==> config.mk <==
export PLATFORM = sky130hd
export DESIGN_NAME = sprite_sheet_frame_select_core
export DESIGN_NICKNAME = d
export VERILOG_FILES = /design/src/ssfs_pkg.sv /design/src/ssfs_div_steps.sv /design/src/sprite_sheet_frame_select_core.sv
export VERILOG_INCLUDE_DIRS = /design/src /design/src/src
export SDC_FILE = /design/constraint.sdc
export NUM_CORES = 2
export LEC_CHECK = 0
export BUFFER_PORTS_ARGS = -buffer_cell sky130_fd_sc_hd__buf_2
export CAP_MARGIN = 20
export CORE_MARGIN = 2
export CORE_UTILIZATION = 40
export CTS_CLUSTER_DIAMETER = 60
export DETAILED_ROUTE_END_ITERATION = 16
export GPL_TIMING_DRIVEN = 0
export SETUP_SLACK_MARGIN = 0.4
export SYNTH_ARGS = -nofsm -noshare
export SYNTH_HDL_FRONTEND = slang
export SYNTH_MEMORY_MAX_BITS = 65536
export SYNTH_SLANG_ARGS = --single-unit
export TNS_END_PERCENT = 5
==> constraint.sdc <==
create_clock -name clk -period 27.2 [get_ports clk]
set_input_delay 5.44 -clock clk [delete_from_list [all_inputs] [get_ports clk]]
set_output_delay 5.44 -clock clk [all_outputs]
set_load 0.005 [all_outputs]
==> src/sprite_sheet_frame_select_core_assert.svh <==
// Assertion macros for the sprite sheet frame select core.
`ifndef SPRITE_SHEET_FRAME_SELECT_CORE_ASSERT_SVH
`define SPRITE_SHEET_FRAME_SELECT_CORE_ASSERT_SVH
`ifndef SYNTHESIS
// same-cycle implication, clocked on clk, off during reset
`define SSFS_ASSERT_IMP(lbl, ante, cons) \
    lbl: assert property (@(posedge clk) disable iff (!rst_n) (ante) |-> (cons)) \
        else $error("ssfs assertion failed");
// next-cycle implication
`define SSFS_ASSERT_NXT(lbl, ante, cons) \
    lbl: assert property (@(posedge clk) disable iff (!rst_n) (ante) |=> (cons)) \
        else $error("ssfs assertion failed");
`else
`define SSFS_ASSERT_IMP(lbl, ante, cons)
`define SSFS_ASSERT_NXT(lbl, ante, cons)
`endif
`endif

==> src/ssfs_pkg.sv <==
// Types, widths and codes shared by the sprite sheet frame select core.
package ssfs_pkg;

    localparam int FRAC_BITS  = 16;
    localparam int MAX_FRAMES = 1024;

    localparam int TIME_W    = 32;
    localparam int UV_W      = 17;
    localparam int XY_W      = 18;
    localparam int FRAME_W   = 10;
    localparam int FC_W      = 11;
    localparam int FPS_W     = 10;
    localparam int CFG_IDX_W = 3;
    localparam int CFG_W     = 11;

    localparam int POS_W = TIME_W + FPS_W + 1;
    localparam int HI_W  = POS_W - FRAC_BITS;
    localparam int DV_W  = FC_W + 1;

    localparam int MOD_STEPS  = 7;
    localparam int MOD_GROUPS = (HI_W + MOD_STEPS - 1) / MOD_STEPS;
    localparam int MOD_NUM_W  = MOD_GROUPS * MOD_STEPS;

    localparam int DIM_STEPS  = 7;
    localparam int DIM_GROUPS = (UV_W + DIM_STEPS - 1) / DIM_STEPS;
    localparam int DIM_NUM_W  = DIM_GROUPS * DIM_STEPS;

    localparam int FDIV_STEPS  = 5;
    localparam int FDIV_GROUPS = (FRAME_W + FDIV_STEPS - 1) / FDIV_STEPS;
    localparam int FDIV_NUM_W  = FDIV_GROUPS * FDIV_STEPS;

    localparam int PROD_W  = FRAME_W + UV_W;
    localparam int XYSUM_W = PROD_W + 1;

    localparam logic [XY_W-1:0] XY_MAX = '1;

    typedef enum logic [1:0] {
        MODE_NONE,
        MODE_CLAMP,
        MODE_LOOP,
        MODE_PINGPONG
    } mode_t;

    typedef enum logic [CFG_IDX_W-1:0] {
        CFG_MODE,
        CFG_FCOUNT,
        CFG_FPS,
        CFG_COLS,
        CFG_ROWS
    } cfg_idx_t;

    typedef struct packed {
        logic signed [TIME_W-1:0] time_q16;
        logic [UV_W-1:0]          uv_x;
        logic [UV_W-1:0]          uv_y;
        logic [UV_W-1:0]          uv_width;
        logic [UV_W-1:0]          uv_height;
    } item_t;

    typedef struct packed {
        logic [FRAME_W-1:0] frame_row;
        logic [FRAME_W-1:0] frame_column;
        logic [XY_W-1:0]    out_x;
        logic [XY_W-1:0]    out_y;
        logic [UV_W-1:0]    out_width;
        logic [UV_W-1:0]    out_height;
    } result_t;

    // everything one request carries down the pipe
    typedef struct packed {
        logic signed [POS_W-1:0] pos;
        logic                    neg;
        logic                    lo_nz;
        logic [FRAME_W-1:0]      cf;
        logic [DV_W-1:0]         mrem;
        logic [MOD_NUM_W-1:0]    mnum;
        logic [FC_W-1:0]         frem;
        logic [FDIV_NUM_W-1:0]   fnum;
        logic [FC_W-1:0]         wrem;
        logic [DIM_NUM_W-1:0]    wnum;
        logic [FC_W-1:0]         hrem;
        logic [DIM_NUM_W-1:0]    hnum;
        logic [UV_W-1:0]         ux;
        logic [UV_W-1:0]         uy;
        logic [UV_W-1:0]         uw;
        logic [UV_W-1:0]         uh;
        logic [PROD_W-1:0]       px;
        logic [PROD_W-1:0]       py;
        result_t                 res;
    } pipe_t;

endpackage

==> src/ssfs_div_steps.sv <==
// A few restoring division steps: shifts dividend bits into the remainder.
module ssfs_div_steps
    import ssfs_pkg::*;
#(
    parameter int NUM_W = MOD_NUM_W,
    parameter int DEN_W = DV_W,
    parameter int STEPS = MOD_STEPS
) (
    input  logic [DEN_W-1:0] rem_in,
    input  logic [NUM_W-1:0] num_in,
    input  logic [DEN_W-1:0] den,
    output logic [DEN_W-1:0] rem_out,
    output logic [NUM_W-1:0] num_out
);

    logic [DEN_W-1:0] rem_v;
    logic [NUM_W-1:0] num_v;
    logic [DEN_W:0]   trial;

    // quotient bits replace dividend bits at the low end of num
    always_comb
    begin
        rem_v = rem_in;
        num_v = num_in;
        trial = '0;
        for (int k = 0; k < STEPS; k++)
        begin
            trial = {rem_v, num_v[NUM_W-1]};
            num_v = {num_v[NUM_W-2:0], 1'b0};
            if (trial >= {1'b0, den})
            begin
                rem_v    = DEN_W'(trial - {1'b0, den});
                num_v[0] = 1'b1;
            end
            else
            begin
                rem_v = trial[DEN_W-1:0];
            end
        end
    end

    assign rem_out = rem_v;
    assign num_out = num_v;

endmodule

==> src/sprite_sheet_frame_select_core.sv <==
// Top level of the sprite sheet frame select core: config registers and pipeline.
//
// Requests arrive on item (item_valid/item_ready) carrying a Q16.16 time and an
// atlas UV rectangle; each request yields exactly one result on result
// (result_valid/result_ready) with the sheet row, column and frame sub-rectangle.
// Results leave in request order.
// Pipeline: 11 register stages, one request per cycle sustained while result_ready
// stays high. The depth comes from the time-by-rate multiply, the floored
// modulo over the frame count (doubled in ping-pong; restoring divider, 7 bits
// per stage), the frame-to-row/column divider and the offset multiply; the
// width/height dividers run alongside.
// Each stage keeps its own valid bit; a stage accepts when it is empty or the
// stage after it moves, so while the receiver stalls, upstream bubbles keep
// filling and item_ready drops only when every stage holds a request.
// Config writes (cfg_valid/cfg_ready, always ready) go to the register picked
// by cfg_index; write them only with the pipe empty.
// Reset clears all valid bits and loads mode none, frame count 0, rate 0 and
// column/row counts of 1. There is no clearing pass.
`include "sprite_sheet_frame_select_core_assert.svh"

module sprite_sheet_frame_select_core
    import ssfs_pkg::*;
(
    input  logic                 clk,
    input  logic                 rst_n,
    input  logic                 item_valid,
    output logic                 item_ready,
    input  item_t                item,
    output logic                 result_valid,
    input  logic                 result_ready,
    output result_t              result,
    input  logic                 cfg_valid,
    output logic                 cfg_ready,
    input  logic [CFG_IDX_W-1:0] cfg_index,
    input  logic [CFG_W-1:0]     cfg_data
);

    localparam int S_MUL   = 0;
    localparam int S_PREP  = 1;
    localparam int S_MOD0  = 2;
    localparam int S_FOLD  = S_MOD0 + MOD_GROUPS;
    localparam int S_FDIV0 = S_FOLD + 1;
    localparam int S_MUL2  = S_FDIV0 + FDIV_GROUPS;
    localparam int S_OUT   = S_MUL2 + 1;
    localparam int NS      = S_OUT + 1;

    mode_t             mode_reg;
    logic [FC_W-1:0]   fcount_reg;
    logic [FPS_W-1:0]  fps_reg;
    logic [FC_W-1:0]   cols_reg;
    logic [FC_W-1:0]   rows_reg;

    logic [FC_W-1:0]    fcs;
    logic [FRAME_W-1:0] fcs_m1;
    logic [DV_W-1:0]    dv_eff;
    logic [FC_W-1:0]    cols_eff;
    logic [FC_W-1:0]    rows_eff;

    logic [NS-1:0] valid_reg;
    logic [NS-1:0] vin;
    logic [NS:0]   rdy;
    pipe_t         item_reg  [NS];
    pipe_t         item_next [NS];

    logic [DV_W-1:0]       mod_rem_o [MOD_GROUPS];
    logic [MOD_NUM_W-1:0]  mod_num_o [MOD_GROUPS];
    logic [FC_W-1:0]       w_rem_o   [DIM_GROUPS];
    logic [DIM_NUM_W-1:0]  w_num_o   [DIM_GROUPS];
    logic [FC_W-1:0]       h_rem_o   [DIM_GROUPS];
    logic [DIM_NUM_W-1:0]  h_num_o   [DIM_GROUPS];
    logic [FC_W-1:0]       f_rem_o   [FDIV_GROUPS];
    logic [FDIV_NUM_W-1:0] f_num_o   [FDIV_GROUPS];

    logic [HI_W-1:0]    p_hi;
    logic [HI_W-1:0]    p_mag;
    logic [DV_W-1:0]    fm;
    logic [DV_W-1:0]    fold_f;
    logic [XYSUM_W-1:0] sum_x;
    logic [XYSUM_W-1:0] sum_y;

    // config registers
    always_ff @(posedge clk or negedge rst_n)
    begin
        if (!rst_n)
        begin
            mode_reg   <= MODE_NONE;
            fcount_reg <= '0;
            fps_reg    <= '0;
            cols_reg   <= FC_W'(1);
            rows_reg   <= FC_W'(1);
        end
        else if (cfg_valid && cfg_ready)
        begin
            unique case (cfg_index)
                CFG_MODE:   mode_reg   <= mode_t'(cfg_data[1:0]);
                CFG_FCOUNT: fcount_reg <= cfg_data[FC_W-1:0];
                CFG_FPS:    fps_reg    <= cfg_data[FPS_W-1:0];
                CFG_COLS:   cols_reg   <= cfg_data[FC_W-1:0];
                CFG_ROWS:   rows_reg   <= cfg_data[FC_W-1:0];
                default:    ;
            endcase
        end
    end

    assign cfg_ready = 1'b1;

    assign fcs      = (fcount_reg > FC_W'(MAX_FRAMES)) ? FC_W'(MAX_FRAMES) : fcount_reg;
    assign fcs_m1   = (fcs == '0) ? '0 : FRAME_W'(fcs - FC_W'(1));
    assign cols_eff = (cols_reg == '0) ? FC_W'(1) : cols_reg;
    assign rows_eff = (rows_reg == '0) ? FC_W'(1) : rows_reg;
    assign dv_eff   = (fcs == '0) ? DV_W'(1) :
                      (mode_reg == MODE_PINGPONG) ? {fcs, 1'b0} : DV_W'(fcs);

    // handshake chain
    assign vin = {valid_reg[NS-2:0], item_valid};

    always_comb
    begin
        rdy[NS] = result_ready;
        for (int k = NS - 1; k >= 0; k--)
        begin
            rdy[k] = !valid_reg[k] || rdy[k+1];
        end
    end

    always_ff @(posedge clk or negedge rst_n)
    begin
        if (!rst_n)
        begin
            valid_reg <= '0;
        end
        else
        begin
            for (int k = 0; k < NS; k++)
            begin
                if (rdy[k])
                begin
                    valid_reg[k] <= vin[k];
                end
            end
        end
    end

    always_ff @(posedge clk)
    begin
        for (int k = 0; k < NS; k++)
        begin
            if (rdy[k] && vin[k])
            begin
                item_reg[k] <= item_next[k];
            end
        end
    end

    assign item_ready   = rdy[0];
    assign result_valid = valid_reg[NS-1];
    assign result       = item_reg[NS-1].res;

    // stage 0: frame position = time * rate
    always_comb
    begin
        item_next[S_MUL]      = '0;
        item_next[S_MUL].pos  = POS_W'(item.time_q16) * POS_W'($signed({1'b0, fps_reg}));
        item_next[S_MUL].ux   = item.uv_x;
        item_next[S_MUL].uy   = item.uv_y;
        item_next[S_MUL].uw   = item.uv_width;
        item_next[S_MUL].uh   = item.uv_height;
        item_next[S_MUL].wnum = DIM_NUM_W'(item.uv_width);
        item_next[S_MUL].hnum = DIM_NUM_W'(item.uv_height);
    end

    // width / height dividers, one group per stage starting at stage 1
    for (genvar g = 0; g < DIM_GROUPS; g++)
    begin : g_dim_div
        ssfs_div_steps #(
            .NUM_W (DIM_NUM_W),
            .DEN_W (FC_W),
            .STEPS (DIM_STEPS)
        ) u_wdiv (
            .rem_in  (item_reg[g].wrem),
            .num_in  (item_reg[g].wnum),
            .den     (cols_eff),
            .rem_out (w_rem_o[g]),
            .num_out (w_num_o[g])
        );

        ssfs_div_steps #(
            .NUM_W (DIM_NUM_W),
            .DEN_W (FC_W),
            .STEPS (DIM_STEPS)
        ) u_hdiv (
            .rem_in  (item_reg[g].hrem),
            .num_in  (item_reg[g].hnum),
            .den     (rows_eff),
            .rem_out (h_rem_o[g]),
            .num_out (h_num_o[g])
        );
    end

    // stage 1: split position, magnitude for the modulo, clamp-mode frame
    assign p_hi  = item_reg[S_MUL].pos[POS_W-1:FRAC_BITS];
    assign p_mag = item_reg[S_MUL].pos[POS_W-1] ? (~p_hi + HI_W'(1)) : p_hi;

    always_comb
    begin
        item_next[S_PREP]       = item_reg[S_MUL];
        item_next[S_PREP].neg   = item_reg[S_MUL].pos[POS_W-1];
        item_next[S_PREP].lo_nz = |item_reg[S_MUL].pos[FRAC_BITS-1:0];
        item_next[S_PREP].mnum  = MOD_NUM_W'(p_mag);
        item_next[S_PREP].mrem  = '0;
        if (item_reg[S_MUL].pos[POS_W-1])
            item_next[S_PREP].cf = '0;
        else if (p_hi >= HI_W'(fcs))
            item_next[S_PREP].cf = fcs_m1;
        else
            item_next[S_PREP].cf = p_hi[FRAME_W-1:0];
        item_next[S_PREP].wrem = w_rem_o[0];
        item_next[S_PREP].wnum = w_num_o[0];
        item_next[S_PREP].hrem = h_rem_o[0];
        item_next[S_PREP].hnum = h_num_o[0];
    end

    // modulo stages: |hi| mod divisor
    for (genvar g = 0; g < MOD_GROUPS; g++)
    begin : g_mod
        ssfs_div_steps #(
            .NUM_W (MOD_NUM_W),
            .DEN_W (DV_W),
            .STEPS (MOD_STEPS)
        ) u_mdiv (
            .rem_in  (item_reg[S_MOD0+g-1].mrem),
            .num_in  (item_reg[S_MOD0+g-1].mnum),
            .den     (dv_eff),
            .rem_out (mod_rem_o[g]),
            .num_out (mod_num_o[g])
        );

        if (g + 1 < DIM_GROUPS)
        begin : g_with_dim
            always_comb
            begin
                item_next[S_MOD0+g]      = item_reg[S_MOD0+g-1];
                item_next[S_MOD0+g].mrem = mod_rem_o[g];
                item_next[S_MOD0+g].mnum = mod_num_o[g];
                item_next[S_MOD0+g].wrem = w_rem_o[g+1];
                item_next[S_MOD0+g].wnum = w_num_o[g+1];
                item_next[S_MOD0+g].hrem = h_rem_o[g+1];
                item_next[S_MOD0+g].hnum = h_num_o[g+1];
            end
        end
        else
        begin : g_mod_only
            always_comb
            begin
                item_next[S_MOD0+g]      = item_reg[S_MOD0+g-1];
                item_next[S_MOD0+g].mrem = mod_rem_o[g];
                item_next[S_MOD0+g].mnum = mod_num_o[g];
            end
        end
    end

    // fold: floored remainder, then loop / ping-pong / clamp, then last-frame clamp
    assign fm = (item_reg[S_FOLD-1].neg && item_reg[S_FOLD-1].mrem != '0) ?
                (dv_eff - item_reg[S_FOLD-1].mrem) : item_reg[S_FOLD-1].mrem;

    always_comb
    begin
        case (mode_reg)
            MODE_LOOP:
                fold_f = fm;
            MODE_PINGPONG:
            begin
                if (fm >= DV_W'(fcs))
                    fold_f = {fcs, 1'b0} - fm - DV_W'(item_reg[S_FOLD-1].lo_nz);
                else
                    fold_f = fm;
            end
            default:
                fold_f = DV_W'(item_reg[S_FOLD-1].cf);
        endcase
    end

    always_comb
    begin
        item_next[S_FOLD]      = item_reg[S_FOLD-1];
        item_next[S_FOLD].frem = '0;
        if (fcs == '0)
            item_next[S_FOLD].fnum = '0;
        else if (fold_f > DV_W'(fcs_m1))
            item_next[S_FOLD].fnum = FDIV_NUM_W'(fcs_m1);
        else
            item_next[S_FOLD].fnum = FDIV_NUM_W'(fold_f);
    end

    // frame -> row (quotient) and column (remainder)
    for (genvar g = 0; g < FDIV_GROUPS; g++)
    begin : g_fdiv
        ssfs_div_steps #(
            .NUM_W (FDIV_NUM_W),
            .DEN_W (FC_W),
            .STEPS (FDIV_STEPS)
        ) u_fdiv (
            .rem_in  (item_reg[S_FDIV0+g-1].frem),
            .num_in  (item_reg[S_FDIV0+g-1].fnum),
            .den     (cols_eff),
            .rem_out (f_rem_o[g]),
            .num_out (f_num_o[g])
        );

        always_comb
        begin
            item_next[S_FDIV0+g]      = item_reg[S_FDIV0+g-1];
            item_next[S_FDIV0+g].frem = f_rem_o[g];
            item_next[S_FDIV0+g].fnum = f_num_o[g];
        end
    end

    // offsets: column * width, row * height
    always_comb
    begin
        item_next[S_MUL2]    = item_reg[S_MUL2-1];
        item_next[S_MUL2].px = PROD_W'(item_reg[S_MUL2-1].frem[FRAME_W-1:0])
                             * PROD_W'(item_reg[S_MUL2-1].wnum[UV_W-1:0]);
        item_next[S_MUL2].py = PROD_W'(item_reg[S_MUL2-1].fnum[FRAME_W-1:0])
                             * PROD_W'(item_reg[S_MUL2-1].hnum[UV_W-1:0]);
    end

    // output: add origin, saturate; mode none passes the rectangle through
    assign sum_x = XYSUM_W'(item_reg[S_OUT-1].ux) + XYSUM_W'(item_reg[S_OUT-1].px);
    assign sum_y = XYSUM_W'(item_reg[S_OUT-1].uy) + XYSUM_W'(item_reg[S_OUT-1].py);

    always_comb
    begin
        item_next[S_OUT] = item_reg[S_OUT-1];
        if (mode_reg == MODE_NONE)
        begin
            item_next[S_OUT].res.frame_row    = '0;
            item_next[S_OUT].res.frame_column = '0;
            item_next[S_OUT].res.out_x        = XY_W'(item_reg[S_OUT-1].ux);
            item_next[S_OUT].res.out_y        = XY_W'(item_reg[S_OUT-1].uy);
            item_next[S_OUT].res.out_width    = item_reg[S_OUT-1].uw;
            item_next[S_OUT].res.out_height   = item_reg[S_OUT-1].uh;
        end
        else
        begin
            item_next[S_OUT].res.frame_row    = item_reg[S_OUT-1].fnum[FRAME_W-1:0];
            item_next[S_OUT].res.frame_column = item_reg[S_OUT-1].frem[FRAME_W-1:0];
            item_next[S_OUT].res.out_x        = (sum_x > XYSUM_W'(XY_MAX)) ?
                                                XY_MAX : sum_x[XY_W-1:0];
            item_next[S_OUT].res.out_y        = (sum_y > XYSUM_W'(XY_MAX)) ?
                                                XY_MAX : sum_y[XY_W-1:0];
            item_next[S_OUT].res.out_width    = item_reg[S_OUT-1].wnum[UV_W-1:0];
            item_next[S_OUT].res.out_height   = item_reg[S_OUT-1].hnum[UV_W-1:0];
        end
    end

    // checks
    `SSFS_ASSERT_IMP(a_blocked_means_full, !item_ready, &valid_reg)
    `SSFS_ASSERT_IMP(a_none_frame_zero,
                     result_valid && mode_reg == MODE_NONE,
                     result.frame_row == '0 && result.frame_column == '0)
    `SSFS_ASSERT_IMP(a_column_in_sheet,
                     result_valid && mode_reg != MODE_NONE,
                     FC_W'(result.frame_column) < cols_eff)
    `SSFS_ASSERT_IMP(a_frame_in_range,
                     valid_reg[S_FOLD],
                     (fcs == '0 && item_reg[S_FOLD].fnum == '0) ||
                     (fcs != '0 && FC_W'(item_reg[S_FOLD].fnum) < fcs))

endmodule
# After elaboration in Yosys (flattened, before gate mapping)

Memories as Yosys holds them, arrays and structs flattened.
Cells that the tools add are included.

Add/subtract/negate cells: 87
Multiply operators: 3
$lt $le $gt $ge: 86
Eq/ne operators: 6
Muxes and demuxes: 199
Bitwise logic cells: 1
Reductions and logical operators: 46

Operators with widths:

| cell                                                                              | number |
|---|---|
| 12-bit by 11-bit greater-or-equal comparator with 1-bit output                    | 53 |
| 11-bit two-way mux                                                                | 55 |
| 11-bit subtractor                                                                 | 52 |
| 12-bit two-way mux                                                                | 32 |
| 13-bit by 12-bit greater-or-equal comparator with 1-bit output                    | 28 |
| 12-bit subtractor                                                                 | 30 |
| 1-bit two-way mux                                                                 | 102 |
| 90-bit two-way mux                                                                | 1 |
| 17-bit by 27-bit adder with 28-bit output                                         | 2 |
| 28-bit by 18-bit greater-than comparator with 1-bit output, second input constant | 2 |
| 10-bit by 17-bit multiplier with 27-bit output                                    | 2 |
| 10-bit two-way mux                                                                | 5 |
| 32-bit by 11-bit multiplier with 43-bit output                                    | 1 |
| 18-bit two-way mux                                                                | 2 |
| 11-bit zero test                                                                  | 3 |
| 27-bit by 1-bit adder with 27-bit output, second input constant                   | 1 |
| 27-bit by 11-bit greater-or-equal comparator with 1-bit output                    | 1 |
| 27-bit two-way mux                                                                | 1 |
| 27-bit NOT                                                                        | 1 |
| 12-bit case mux with 2 select lines                                               | 1 |
| 16-bit OR reduction                                                               | 1 |
| 12-bit by 10-bit greater-than comparator with 1-bit output                        | 1 |
| 1-bit logical AND                                                                 | 12 |
| 12-bit nonzero test                                                               | 1 |
| other kinds (12)                                                                  | 38 |

Bits in registers: 56
Memory bits (writable): 4,312
Input bits: 119
Output and inout port bits: 93
Logic and storage cells: 445
Memories kept: 1

Memory list:

| name     | depth | bits a word | read ports | clocked after Yosys merged registers in | wr ports | RTL line                             | source |
|---|---|---|---|---|---|---|---|
| item_reg | 11    | 392         | 11         | 0                                       | 11       | sprite_sheet_frame_select_core.sv:62 | `pipe_t item_reg [NS];` |

# Longest topological paths before layout

Depth after elaboration: 18
Depth in mapped cells: 97
Depth with buffers taken out: 87

# By module

A second synthesis with hierarchy kept.

Cell total of the unflattened synthesis: 12,561
Area, all modules: 131,229.6 um^2

Modules (own cells, without submodules):

| module                                    | instances | cells an instance | area an instance (um^2) | sequential area each (um^2) |
|---|---|---|---|---|
| sprite_sheet_frame_select_core            | 1         | 5,132             | 75,686.3                | 47,137.7 |
| ssfs_div_steps at g_dim_div[1].u_hdiv ... | 4         | 625               | 4,743.3                 | 0.0 |
| ssfs_div_steps at g_fdiv[0].u_fdiv ...    | 2         | 413               | 3,196.8                 | 0.0 |
| ssfs_div_steps at g_mod[2].u_mdiv         | 1         | 708               | 5,178.7                 | 0.0 |
| ssfs_div_steps at g_mod[3].u_mdiv         | 1         | 709               | 5,178.7                 | 0.0 |
| ssfs_div_steps at g_mod[0].u_mdiv         | 1         | 729               | 5,121.2                 | 0.0 |
| ssfs_div_steps at g_mod[1].u_mdiv         | 1         | 677               | 5,067.4                 | 0.0 |
| ssfs_div_steps at g_dim_div[0].u_hdiv     | 1         | 657               | 4,853.4                 | 0.0 |
| ssfs_div_steps at g_dim_div[0].u_wdiv     | 1         | 623               | 4,777.1                 | 0.0 |

# Least setup slack after synthesis

OpenSTA, ideal clock, no wires.

Kind: reg-to-reg
From: reg fcount_reg[10]
To: mem item_reg[5][327] (netlist name) (data pin)
Library setup time: 0.260 ns
Data arrival time: 21.488 ns
Data required time: 26.940 ns
Path slack: 5.452 ns
Stages on the path, launching flop included: 91
Buffers on the path: 10
Period minus slack after synthesis: 21.748 ns
Cell sequence: dfrtp_1 -> clkbuf_1 -> inv_1 -> clkbuf_1 -> nand2_1 -> nor2_1 -> o21ai_0 -> ha_1 -> nor2b_1 -> o2111ai_1 -> and4_1 -> nor3_1 -> nand2b_1 -> clkbuf_1 -> o21ai_0 -> inv_1 -> ha_1 -> nor2b_1 -> [55 not listed] -> a211oi_2 -> buf_2 -> mux2i_1 -> ha_1 -> nor2b_1 -> o21ai_0 -> a21boi_0 -> o21ai_0 -> a21boi_0 -> o21ai_0 -> a21boi_0 -> o31a_1 -> nor3_1 -> o21ai_0 -> a211oi_1 -> mux2i_1 -> clkbuf_1 -> mux2_2

RTL lines:

| what                   | RTL line                             | source |
|---|---|---|
| start, declared        | sprite_sheet_frame_select_core.sv:48 | `logic [FC_W-1:0] fcount_reg;` |
| start signal, assigned | sprite_sheet_frame_select_core.sv:96 | `CFG_FCOUNT: fcount_reg <= cfg_data[FC_W-1:0];` |
| end, declared          | sprite_sheet_frame_select_core.sv:62 |  |

==> impl_metrics.json <==
{
  "status": "finished with violations",
  "violations": "design-rule violations",
  "ys_warn_count": 0,
  "track_usage_pct": 20.5,
  "portBuffers": 182,
  "cp_slowest_cell": "ha_1",
  "grt_pass1_wl_um": 490000,
  "post_drt_wl_per_cell_um": 19.9,
  "synth_common_cells": "1423 x edfxtp_1, 1180 x ha_1, 1016 x inv_1, 979 x nand2_1, 724 x nor2_1",
  "nNetsFinal": 13600,
  "critPathCaptureType": "register",
  "max_freq_mhz": 40.2,
  "rsz0062_at_grt": "true",
  "yosys-top-cells-area": "edfxtp_1 36%, ha_1 13%, fa_1 9.9%, mux2_2 4.0%, xnor2_1 3.3%",
  "yosysUniqueCellTypes": 100,
  "yosys.area.top_type": "edfxtp_1",
  "min_from": "item_reg[4][187]$_DFFE_PP_",
  "worst_ep_required_time_ns": 27.75,
  "viasPerCell": 5.47,
  "hold_class": "register to register",
  "hold_viol_final": 0,
  "die_y_um": 547,
  "place.gp.congestion": 0.888,
  "dieArea_um2": 299000,
  "fin_area_um2": 132000,
  "r2r-start": "fcount_reg[10]$_DFFE_PN0P_",
  "critPathArrivalTime_ns": 25.45,
  "route.detailed.drc": 44,
  "cts_setup_buffers": 0,
  "fp-row-count": 199,
  "drive_gt1_share_pct": 9.70,
  "wl_um": 314000,
  "antenna_found_initial": 23,
  "grt_overflow": 0,
  "startpoint": "fcount_reg[10]$_DFFE_PN0P_",
  "setup_viol": 0,
  "clk_path_buf_depth": 4,
  "yosysTopAreaCellShare_pct": 36.2,
  "whs_ns": 0.382,
  "ys_ff_latch": 1479,
  "worst_slack_ns": 2.30,
  "first_iter_violations": 5968,
  "dp_slack_ns": 2.33,
  "ctsResizeCount": 0,
  "ios": 212,
  "htreeDepth": 4,
  "worstMarginPinSlew_ns": 1.05,
  "cp_slowest_stage_delay_ns": 0.54,
  "largest_reg_flops": 1423,
  "cts-buffers-inserted": 184,
  "cts_tree": "built",
  "clkLatencyLatePin_ns": 0.88,
  "grt_pass1_vias": 87700,
  "critical-path-top-delay-family": "compound AO/OA/AOI/OAI gates",
  "fin_skew_ns": 0.0662,
  "cts-hold-fix-buffers": 0,
  "finalCritPeriodShare_pct": 91.5,
  "slew_viol_final": 0,
  "ys.flop_type": "edfxtp_1",
  "slew-limit-headroom_pct": 29.2,
  "die_w_um": 547,
  "synth_edf_count": 1423,
  "grt_start_max_net_pins": 53,
  "synthesis.area_um2": 118000,
  "async_reset_ff_share_pct": 3.79,
  "coreArea_um2": 294000,
  "place_area_um2": 126000,
  "ys_seq_area_share_pct": 37.4,
  "via_count": 86400,
  "syn_avg_cell_area_um2": 10.5,
  "first_pass_iters": 14,
  "maxCapViolations": 0,
  "critical_path_class": "register to register",
  "root_buffer": "clkbuf_16",
  "postSynthCellCount": 11300,
  "critPathLaunchType": "register",
  "path_max_fanout": 10,
  "dp_hpwl_um": 245000,
  "clock_sinks": 1479,
  "clkTransAtPathRegs_ns": 0.06,
  "synth.most_common_cell": "edfxtp_1",
  "syn2layout_area_growth_pct": 12.0,
  "drtAntennaViolNets": 0,
  "crit_buf_inv": 15,
  "start_util_pct": 40.2,
  "timing.final.crit_period_ns": 24.90
}
-- metrics by stage --
step	instances	setup TNS, ns	util (%)
3_5_place_dp	15400	0	42.8
4_1_cts	15800	0	45.0
2_1_floorplan	11300	0	-
5_1_grt	15800	0	45.0
3_3_place_gp	15400	-166.82	42.2
6_report	15800	0	45.0
-- worst reg2reg max path, delay by kind of cell (launching register included) --
family | cells | cell delay, ns
AND/OR/NAND/NOR | 15 | 3.61
adder cells (fa/ha/maj) | 8 | 2.88
AO/OA/AOI/OAI | 48 | 11.21
buffers and inverters | 15 | 4.55
multiplexers | 5 | 1.97
flip-flops | 1 | 0.35
-- cells in the final DEF (no fill, tap or decap), drive strengths merged, types with 79 or more instances in the layout --
master,netlist,layout
nor2b,202,202
xnor2,451,451
nand4,144,144
fa,581,581
and2,392,392
o31ai,84,84
xor2,200,200
a31oi,86,86
clkinv,3,79
a21o,228,228
mux2,424,424
clkbuf,222,424
o21bai,81,81
nand2,979,979
o21ai,526,526
buf,48,312
edfxtp,1423,1423
nor3,191,191
ha,1180,1180
a21oi,555,555
mux2i,132,132
nand2b,143,143
inv,1021,1049
o21a,132,132
nand3,135,135
a21boi,112,112
nor2,724,724
-- worst paths after layout --
kind	endpoint	slack, ns	depth (start not counted)
min in group asynchronous	valid_reg[0]$_DFFE_PN0N_	4.57	1
max reg2reg	item_reg[3][335]$_DFFE_PP_	2.30	91
min reg2reg	item_reg[5][187]$_DFFE_PP_	0.38	0
max in group asynchronous	cols_reg[0]$_DFFE_PN1P_	21.97	2
max	item_reg[3][335]$_DFFE_PP_	2.30	91
min	item_reg[5][187]$_DFFE_PP_	0.38	0
-- cell type report --
type	instances	area [um2]
clock buffer	201	4680
clock inverter	136	1710
sequential	1479	44100
tap	3919	4900
fill	27200	162000
buffer	270	1050
timing repair buffer	265	2710
antenna	6	15.0
multi-input combinational	8493	69200
inverter	1024	3840
-- cells by family after synthesis --
| group | share of synthesized area (%) |
|---|---|
| adders and majority gates | 22.4 |
| buffers and inverters | 4.14 |
| other | 0.00636 |
| AOI/OAI and AO/OA | 12.6 |
| DFF | 37.4 |
| muxes | 5.18 |
| xor gates and xnor gates | 4.83 |
| and+or+nand+nor | 13.5 |
-- per-layer routing --
layer	wire, um	share of wire (%)	vias to the layer above	global-route usage (%)
met5	116	0.037	-	0
met3	15700	5.0	539	2.67
li1	-	-	41300	-
met4	9080	2.9	16	5.94
met2	144000	46	2193	33.8
met1	145000	46	42400	28.2
Power is not shown: default switching activity piles up to over one toggle a cycle in this logic, so the estimate is an artifact.
